`src/kvc_pkg.sv`:
```
// Shared constants, codes and the controller-to-datapath command type
// for the key/value cache. No dependencies.
package kvc_pkg;

  localparam int unsigned ENTRIES    = 64;
  localparam int unsigned KEY_BITS   = 64;
  localparam int unsigned VALUE_BITS = 32;
  localparam int unsigned USE_BITS   = 16;
  localparam int unsigned IDX_W      = $clog2(ENTRIES);
  localparam int unsigned CNT_W      = $clog2(ENTRIES + 1);
  localparam int unsigned CMP_W      = (CNT_W > 7) ? CNT_W : 7;

  localparam logic [1:0] KIND_PUT = 2'd0;
  localparam logic [1:0] KIND_GET = 2'd1;
  localparam logic [1:0] KIND_DEL = 2'd2;

  localparam logic [1:0] POL_NONE = 2'd0;
  localparam logic [1:0] POL_LRU  = 2'd1;
  localparam logic [1:0] POL_FIFO = 2'd2;
  localparam logic [1:0] POL_LFU  = 2'd3;

  localparam logic REG_POLICY   = 1'b0;
  localparam logic REG_CAPACITY = 1'b1;

  typedef enum logic [2:0] {
    ST_HIT    = 3'd0,
    ST_INS    = 3'd1,
    ST_OVER   = 3'd2,
    ST_MISS   = 3'd3,
    ST_REJECT = 3'd4
  } status_e;

  typedef struct packed {
    logic             load;
    logic             scan;
    logic             decide;
    logic             update;
    logic             finish;
    logic [IDX_W-1:0] idx;
  } cmd_t;

endpackage

```
`src/kvc_ctrl.sv`:
```
// Sequencer for the cache: scan pass, decision, rank update pass, finish.
// Depends on kvc_pkg.
module kvc_ctrl (
  input  logic          clk_i,
  input  logic          rst_ni,
  input  logic          start_i,
  output logic          busy_o,
  output kvc_pkg::cmd_t cmd_o
);

  typedef enum logic [2:0] {
    S_IDLE, S_SCAN, S_SDRAIN, S_DECIDE, S_UPDATE, S_UDRAIN, S_FINISH
  } state_e;

  localparam logic [kvc_pkg::IDX_W-1:0] LastIdx = kvc_pkg::IDX_W'(kvc_pkg::ENTRIES - 1);

  state_e                      state_q;
  logic [kvc_pkg::IDX_W-1:0]   idx_q;

  always_ff @(posedge clk_i or negedge rst_ni) begin
    if (!rst_ni) begin
      state_q <= S_IDLE;
      idx_q   <= '0;
    end else begin
      case (state_q)
        S_IDLE: begin
          idx_q <= '0;
          if (start_i) state_q <= S_SCAN;
        end
        S_SCAN: begin
          if (idx_q == LastIdx) begin
            idx_q   <= '0;
            state_q <= S_SDRAIN;
          end else begin
            idx_q <= idx_q + 1'b1;
          end
        end
        S_SDRAIN: state_q <= S_DECIDE;
        S_DECIDE: state_q <= S_UPDATE;
        S_UPDATE: begin
          if (idx_q == LastIdx) begin
            idx_q   <= '0;
            state_q <= S_UDRAIN;
          end else begin
            idx_q <= idx_q + 1'b1;
          end
        end
        S_UDRAIN: state_q <= S_FINISH;
        S_FINISH: state_q <= S_IDLE;
        default:  state_q <= S_IDLE;
      endcase
    end
  end

  always_comb begin
    cmd_o        = '0;
    cmd_o.load   = (state_q == S_IDLE) && start_i;
    cmd_o.scan   = (state_q == S_SCAN);
    cmd_o.decide = (state_q == S_DECIDE);
    cmd_o.update = (state_q == S_UPDATE);
    cmd_o.finish = (state_q == S_FINISH);
    cmd_o.idx    = idx_q;
  end

  assign busy_o = (state_q != S_IDLE);

  a_finish_to_idle: assert property (@(posedge clk_i) disable iff (!rst_ni)
    state_q == S_FINISH |=> state_q == S_IDLE) else $error("finish not followed by idle");
  a_start_scan: assert property (@(posedge clk_i) disable iff (!rst_ni)
    cmd_o.load |=> state_q == S_SCAN && idx_q == '0) else $error("load did not start scan");
  a_idx_zero_idle: assert property (@(posedge clk_i) disable iff (!rst_ni)
    state_q == S_DECIDE |-> idx_q == '0) else $error("index not rewound");

endmodule

```
`config.mk`:
```
export PLATFORM = sky130hd
export DESIGN_NAME = kvc_ctrl
export DESIGN_NICKNAME = d
export VERILOG_FILES = /design/src/kvc_pkg.sv /design/src/kvc_ctrl.sv
export SDC_FILE = /design/constraint.sdc
export NUM_CORES = 1
export LEC_CHECK = 0
export ABC_AREA = 1
export BUFFER_PORTS_ARGS = -buffer_cell sky130_fd_sc_hd__buf_2
export CAP_MARGIN = 30
export CORE_UTILIZATION = 40
export CTS_CLUSTER_DIAMETER = 200
export DETAILED_ROUTE_END_ITERATION = 16
export HOLD_SLACK_MARGIN = 0.15
export SETUP_SLACK_MARGIN = 0.3
export SLEW_MARGIN = 20
export SYNTH_ARGS = -nofsm -noshare
export SYNTH_HDL_FRONTEND = slang
export SYNTH_SLANG_ARGS = --single-unit
```
`constraint.sdc`:
```
create_clock -name clk_i -period 1.49 [get_ports clk_i]
set_clock_uncertainty 0.15 [all_clocks]
set_input_delay 0.0745 -clock clk_i [delete_from_list [all_inputs] [get_ports clk_i]]
set_output_delay 0.0745 -clock clk_i [all_outputs]
set_load 0.01 [all_outputs]
```
==> results_dict.tcl, run 1 <==
set metrics [dict create \
    avgSynthCellArea_um2 7.68 \
    drc_errors 0 \
    topRoutingLayerUsed "met3" \
    drive_gt1_share_pct 53.8 \
    leakagePower_uw 0.000480 \
    ys_seq_area_share_pct 40.2 \
    cts_tree "built" \
    grt_pass1_vias 476 \
    start_kind "flip-flop" \
    synth.most_common_cell "nand2_1" \
    start_util_pct 43.1 \
    antenna_cells 0 \
    wl_um 1380 \
    finalSetupViolations 0 \
    worstSetupStartpoint "state_q[1]" \
    initialDrtViolationCount 11 \
    cts_sinks 9 \
    io_buffers 14 \
    gr-total-overflow 0 \
    yosysUniqueCellTypes 21 \
    drt_pre_antenna_iters 4 \
    crit_path_end_kind "output port" \
    setup-tns-final_ns 0 \
    syn_area_um2 561 \
    cp.required_ns 1.27 \
    h-tree-depth 1 \
    max_slew_margin_pct 85.1 \
    antenna_left 0 \
    synth_edf_count 0 \
    critPathKind "reg2out" \
    rsz0062_at_grt "yes" \
    finalHoldViolCount 0 \
    hold_path_class "reg2reg" \
    core_region_area_um2 1300 \
    gp_congestion 0.717 \
    nFillCells 108 \
    netlist_top_cells_area "dfrtp_1, nand2_1, inv_1, nand3_1, nor2_1" \
    cts-buffers-inserted 3 \
    antenna_found_initial 0 \
    synth_common_cells "nand2_1, dfrtp_1, inv_1" \
    p_per_area_nw_per_um2 510 \
    async_flop_share_pct 100 \
    dp_hpwl_um 811 \
    worst_pin_slew_ns 0.223 \
    die-area_um2 1560 \
    seqCellArea_um2 230 \
    peakVddDrop_mv 0.326 \
    die_h_um 39.4 \
    synth_top_area_share_pct 40.2 \
    post_drt_wl_per_cell_um 11.4 \
    fin_cells 121 \
    worstPathArrival_ns 1.14 \
    die_x_um 39.4 \
    wirelength_met1_um 648 \
    cap_violations 0 \
    clkLatencyLatePin_ns 0.26 \
    multi_input_area_um2 350 \
    r2r_start "state_q[0]" \
    synthCells 73 \
    hp-start "idx_q[3]" \
    clk_path_buf_depth 2 \
    wl_met3_um 33 \
    area_growth_syn_to_layout_pct 59.4 \
    post-route-period-util_pct 91.7 \
    via_count 588 \
    fp-row-count 13 \
    dr_wl_met2_um 696 \
    status "complete, no violations" \
    fin_nets 111 \
    grt_usage_pct 19.3 \
    viasPerCell 4.86 \
    yosys.area.top_type "dfrtp_1" \
    cp_max_fo 5 \
    place_inst 102 \
    grt_first_pass_wirelength_um 2000 \
    utilization_pct 68.7 \
    cts-root-buf "clkbuf_4" \
    synth_nets 77 \
    fin_crit_ns 1.37 \
    holdWs_ns 0.420 \
    synth-seq-cells 9 \
    fmax_ghz 0.732 \
    io_pins 15 \
    cts.clk_slew.worst_paths_ns 0.07 \
    grt_max_degree 10 \
    drv_slew 0 \
    synth_top_flop_cell "dfrtp_1" \
    yosysWarnings 0 \
]
-- stage by stage --
step                setup slack (ns)  cell area (um2)  power (uW)
floorplan                      0.169              576         250
finish                         0.124              893         455
global placement               0.162              664         257
global route                  0.0506              893         473
detailed placement             0.144              664         257
CTS                            0.118              856         457
-- routing by layer --
metal  vias up  track usage (%)
met5         -                0
met4         0             10.3
met3         0             1.70
met2        16             30.3
met1       268             25.7
li1        304                -
-- cell families (layout without fill, tap and decap cells) --
| logic type | Yosys count | in the layout | share of synthesized area [%] |
|---|---|---|---|
| AOI/OAI and AO/OA | 8 | 8 | 10.3 |
| buffers and inverters | 11 | 44 | 7.37 |
| and+or+nand+nor | 44 | 44 | 40.0 |
| adders and majority gates | 1 | 1 | 2.23 |
| DFF | 9 | 9 | 40.2 |
-- timing repair --
action                                  4_1_cts  5_1_grt
pin swaps                                     5        6
hold buffers                                  3        0
setup buffers                                10        2
endpoints found under the setup margin       14       16
endpoints found under the hold margin        11        0
gates resized for setup                      17        5
-- cells in the final DEF, fill, tap and decap left out, drive strengths merged --
cell and count:
ha 1, dfrtp 9, inv 11, o21ai 2, o21bai 1, a21oi 4, dlygate4sd3 3, nand3 7
or2 1, nand2 23, nor2 9, o22ai 1, nand4 2, nor3 2, buf 26, clkbuf 4
-- worst max-delay path, cell delays in order (launching register included) --
cell,delay [ns]
dfrtp_2,0.46
nor2_4,0.15
nand2_2,0.06
nor2_1,0.07
buf_2,0.13
-- flip-flops by register name, summed over array words and instances, names as in the netlist --
register,count
idx_q,6
state_q,3
-- power by group --
part / total [uW] / switching [uW] / internal [uW]
Clock: 197 / 94.0 / 103
Combinational: 14.0 / 6.79 / 7.17
Sequential: 244 / 0 / 244
Total: 455 / 101 / 355
-- area by class of cell --
class                      count  area share [%]
tap                           15            2.10
clock buffer                   4            2.94
timing repair buffer          29            24.8
multi-input combinational     53            39.2
inverter                      11            5.18
sequential                     9            25.8
-- worst paths after layout --
| kind | endpoint | slack (ns) | cells past startpoint |
|---|---|---|---|
| min reg2reg | idx_q[3] | 0.42 | 2 |
| max reg2reg | idx_q[5] | 0.16 | 5 |
| max in group asynchronous | state_q[2] | 0.40 | 3 |
| min | idx_q[3] | 0.42 | 2 |
| max | cmd_o[10] | 0.12 | 4 |
| min in group asynchronous | idx_q[1] | 0.58 | 3 |
(Power assumes the default switching activity.)
==> inputs of run 2 (changes only) <==
--- a/config.mk
+++ b/config.mk
@@ -13,4 +13,5 @@
 export DETAILED_ROUTE_END_ITERATION = 16
 export HOLD_SLACK_MARGIN = 0.15
+export PLACE_DENSITY_LB_ADDON = 0.05
 export SETUP_SLACK_MARGIN = 0.3
 export SLEW_MARGIN = 20
==> constraint.sdc (replaced) <==
create_clock -name clk_i -period 1.49 [get_ports clk_i]
set_clock_uncertainty 0.15 [all_clocks]
set_input_delay 0.298 -clock clk_i [delete_from_list [all_inputs] [get_ports clk_i]]
set_output_delay 0.298 -clock clk_i [all_outputs]
set_load 0.01 [all_outputs]
==> results_dict.tcl, run 2 (same netlist as run 1, synthesis figures left out) <==
set metrics [dict create \
    status "finished, violations left" \
    violations "negative setup slack" \
    p_per_area_nw_per_um2 454 \
    drt_pre_antenna_iters 4 \
    start_util_pct 43.1 \
    drive_gt1_share_pct 63.2 \
    clkLatencyLatePin_ns 0.28 \
    registers.top_by_ff_count "idx_q" \
    hold_path_class "in2async" \
    utilization_pct 78.0 \
    gp_congestion 0.839 \
    critPathKind "reg2out" \
    holdWs_ns 0.249 \
    antenna_left 0 \
    leakagePower_uw 0.000530 \
    path_buf_inv 2 \
    fin_ws_ns -0.112 \
    worst_pin_slew_ns 0.212 \
    die_x_um 39.4 \
    initialDrtViolationCount 19 \
    cp.required_ns 1.04 \
    post-route-period-util_pct 107 \
    finalHoldViolCount 0 \
    core_region_area_um2 1300 \
    max_slew_margin_pct 85.9 \
    clk_path_buf_depth 2 \
    cpMaxStageDelayCell "dfrtp_2" \
    via_count 651 \
    grt_usage_pct 24.0 \
    biggestRegsByFlops "idx_q x6, state_q x3" \
    cts.clk_slew.worst_paths_ns 0.07 \
    fin_crit_ns 1.60 \
    peakVddDrop_mv 0.364 \
    cts-root-buf "clkbuf_4" \
    finalSetupViolations 6 \
    drv_slew 0 \
    path_cells "inv_1 -> nor3_2 -> buf_2" \
    start_kind "flip-flop" \
    cts_tree "built" \
    rsz0062_at_grt "yes" \
    post_drt_wl_per_cell_um 13.2 \
    die_h_um 39.4 \
    largest_register_ffs 6 \
    mostFrequentLayoutCell "buf_4" \
    nFillCells 82 \
    wl_um 1750 \
    cap_violations 0 \
    fin_nets 122 \
    area_growth_syn_to_layout_pct 81.0 \
    io_pins 15 \
    cts-buffers-inserted 3 \
    worstPathArrival_ns 1.15 \
    viasPerCell 4.93 \
    cts_sinks 9 \
    gr-total-overflow 0 \
    fp-row-count 13 \
    cp_max_fo 5 \
    antenna_found_initial 0 \
    design_area_um2 1010 \
    grt_pass1_vias 574 \
    cp_slowest_stage_delay_ns 0.47 \
    die-area_um2 1560 \
    layout_common_cells "buf_4, nand2_1, buf_2, buf_6, inv_1" \
    io_buffers 14 \
    dp_hpwl_um 906 \
    cp_top_family "flip-flops" \
    postPlaceCellArea_um2 703 \
    fmax_ghz 0.624 \
    grt_first_pass_wirelength_um 2390 \
    power_uw 461 \
    drc_errors 0 \
    h-tree-depth 1 \
    grt_max_degree 10 \
    crit_path_end_kind "output port" \
    antenna_cells 0 \
]
## run 2: worst paths after layout
check / startpoint / end / slack, ns / cells after the start
worst min register to register: idx_q[2] / idx_q[2] / 0.44 / 2
min in group clk_i: start_i / state_q[1] / 0.31 / 5
worst max-delay path: state_q[0] / cmd_o[8] / -0.11 / 3
max in group asynchronous: rst_ni / state_q[0] / 0.74 / 2
worst min-delay path: rst_ni / idx_q[5] / 0.25 / 2
worst max register to register: state_q[0] / state_q[0] / 0.06 / 8
## run 2: through the flow
step,TNS [ns],cells,setup slack (ns)
5_1_grt,-0.854,132,-0.192
4_1_cts,-0.476,124,-0.113
2_1_floorplan,0,73,0.169
6_report,-0.577,132,-0.112
3_3_place_gp,0,104,0.120
3_5_place_dp,0,104,0.0893
## run 2: repair_timing
| item | 4_1_cts | 5_1_grt |
|---|---|---|
| hold buffers | 1 | 0 |
| gates resized for setup | 16 | 3 |
| buffers inserted | 15 | 8 |
| pin swaps | 11 | 9 |
| endpoints found under the setup margin | 20 | 21 |
| endpoints found under the hold margin | 9 | 0 |
## run 2: layout make-up
class                   count  area, um2  share of cell area [%]
clock buffers               4       26.3                    2.59
inverters                  11       43.8                    4.32
multi-input cells          53        369                    36.4
flip-flops and latches      9        230                    22.7
well taps                  15       18.8                    1.85
repair buffers             40        327                    32.2
## run 2: per-layer routing
metal / track usage (%) / vias up / part of all wire (%)
met2: 38.9 / 10 / 50
met5: 0 / - / 0
li1: - / 323 / -
met1: 28.4 / 313 / 45
met4: 12.1 / 0 / 2.3
met3: 6.82 / 5 / 2.4
## run 2: power by group
part	total [uW]	internal (uW)	switching, uW
clock network	206	104	102
logic	10.5	3.83	6.67
registers	244	244	0
total	461	352	109
## run 2: worst register-to-register path, cell delays in order (launching register included)
cell and delay [ns]:
dfrtp_2 0.48, nor2_4 0.14, nand2_2 0.08, buf_6 0.12
buf_6 0.11, nand2_8 0.08, nand2_4 0.07, nand3_2 0.05
nand2_1 0.05
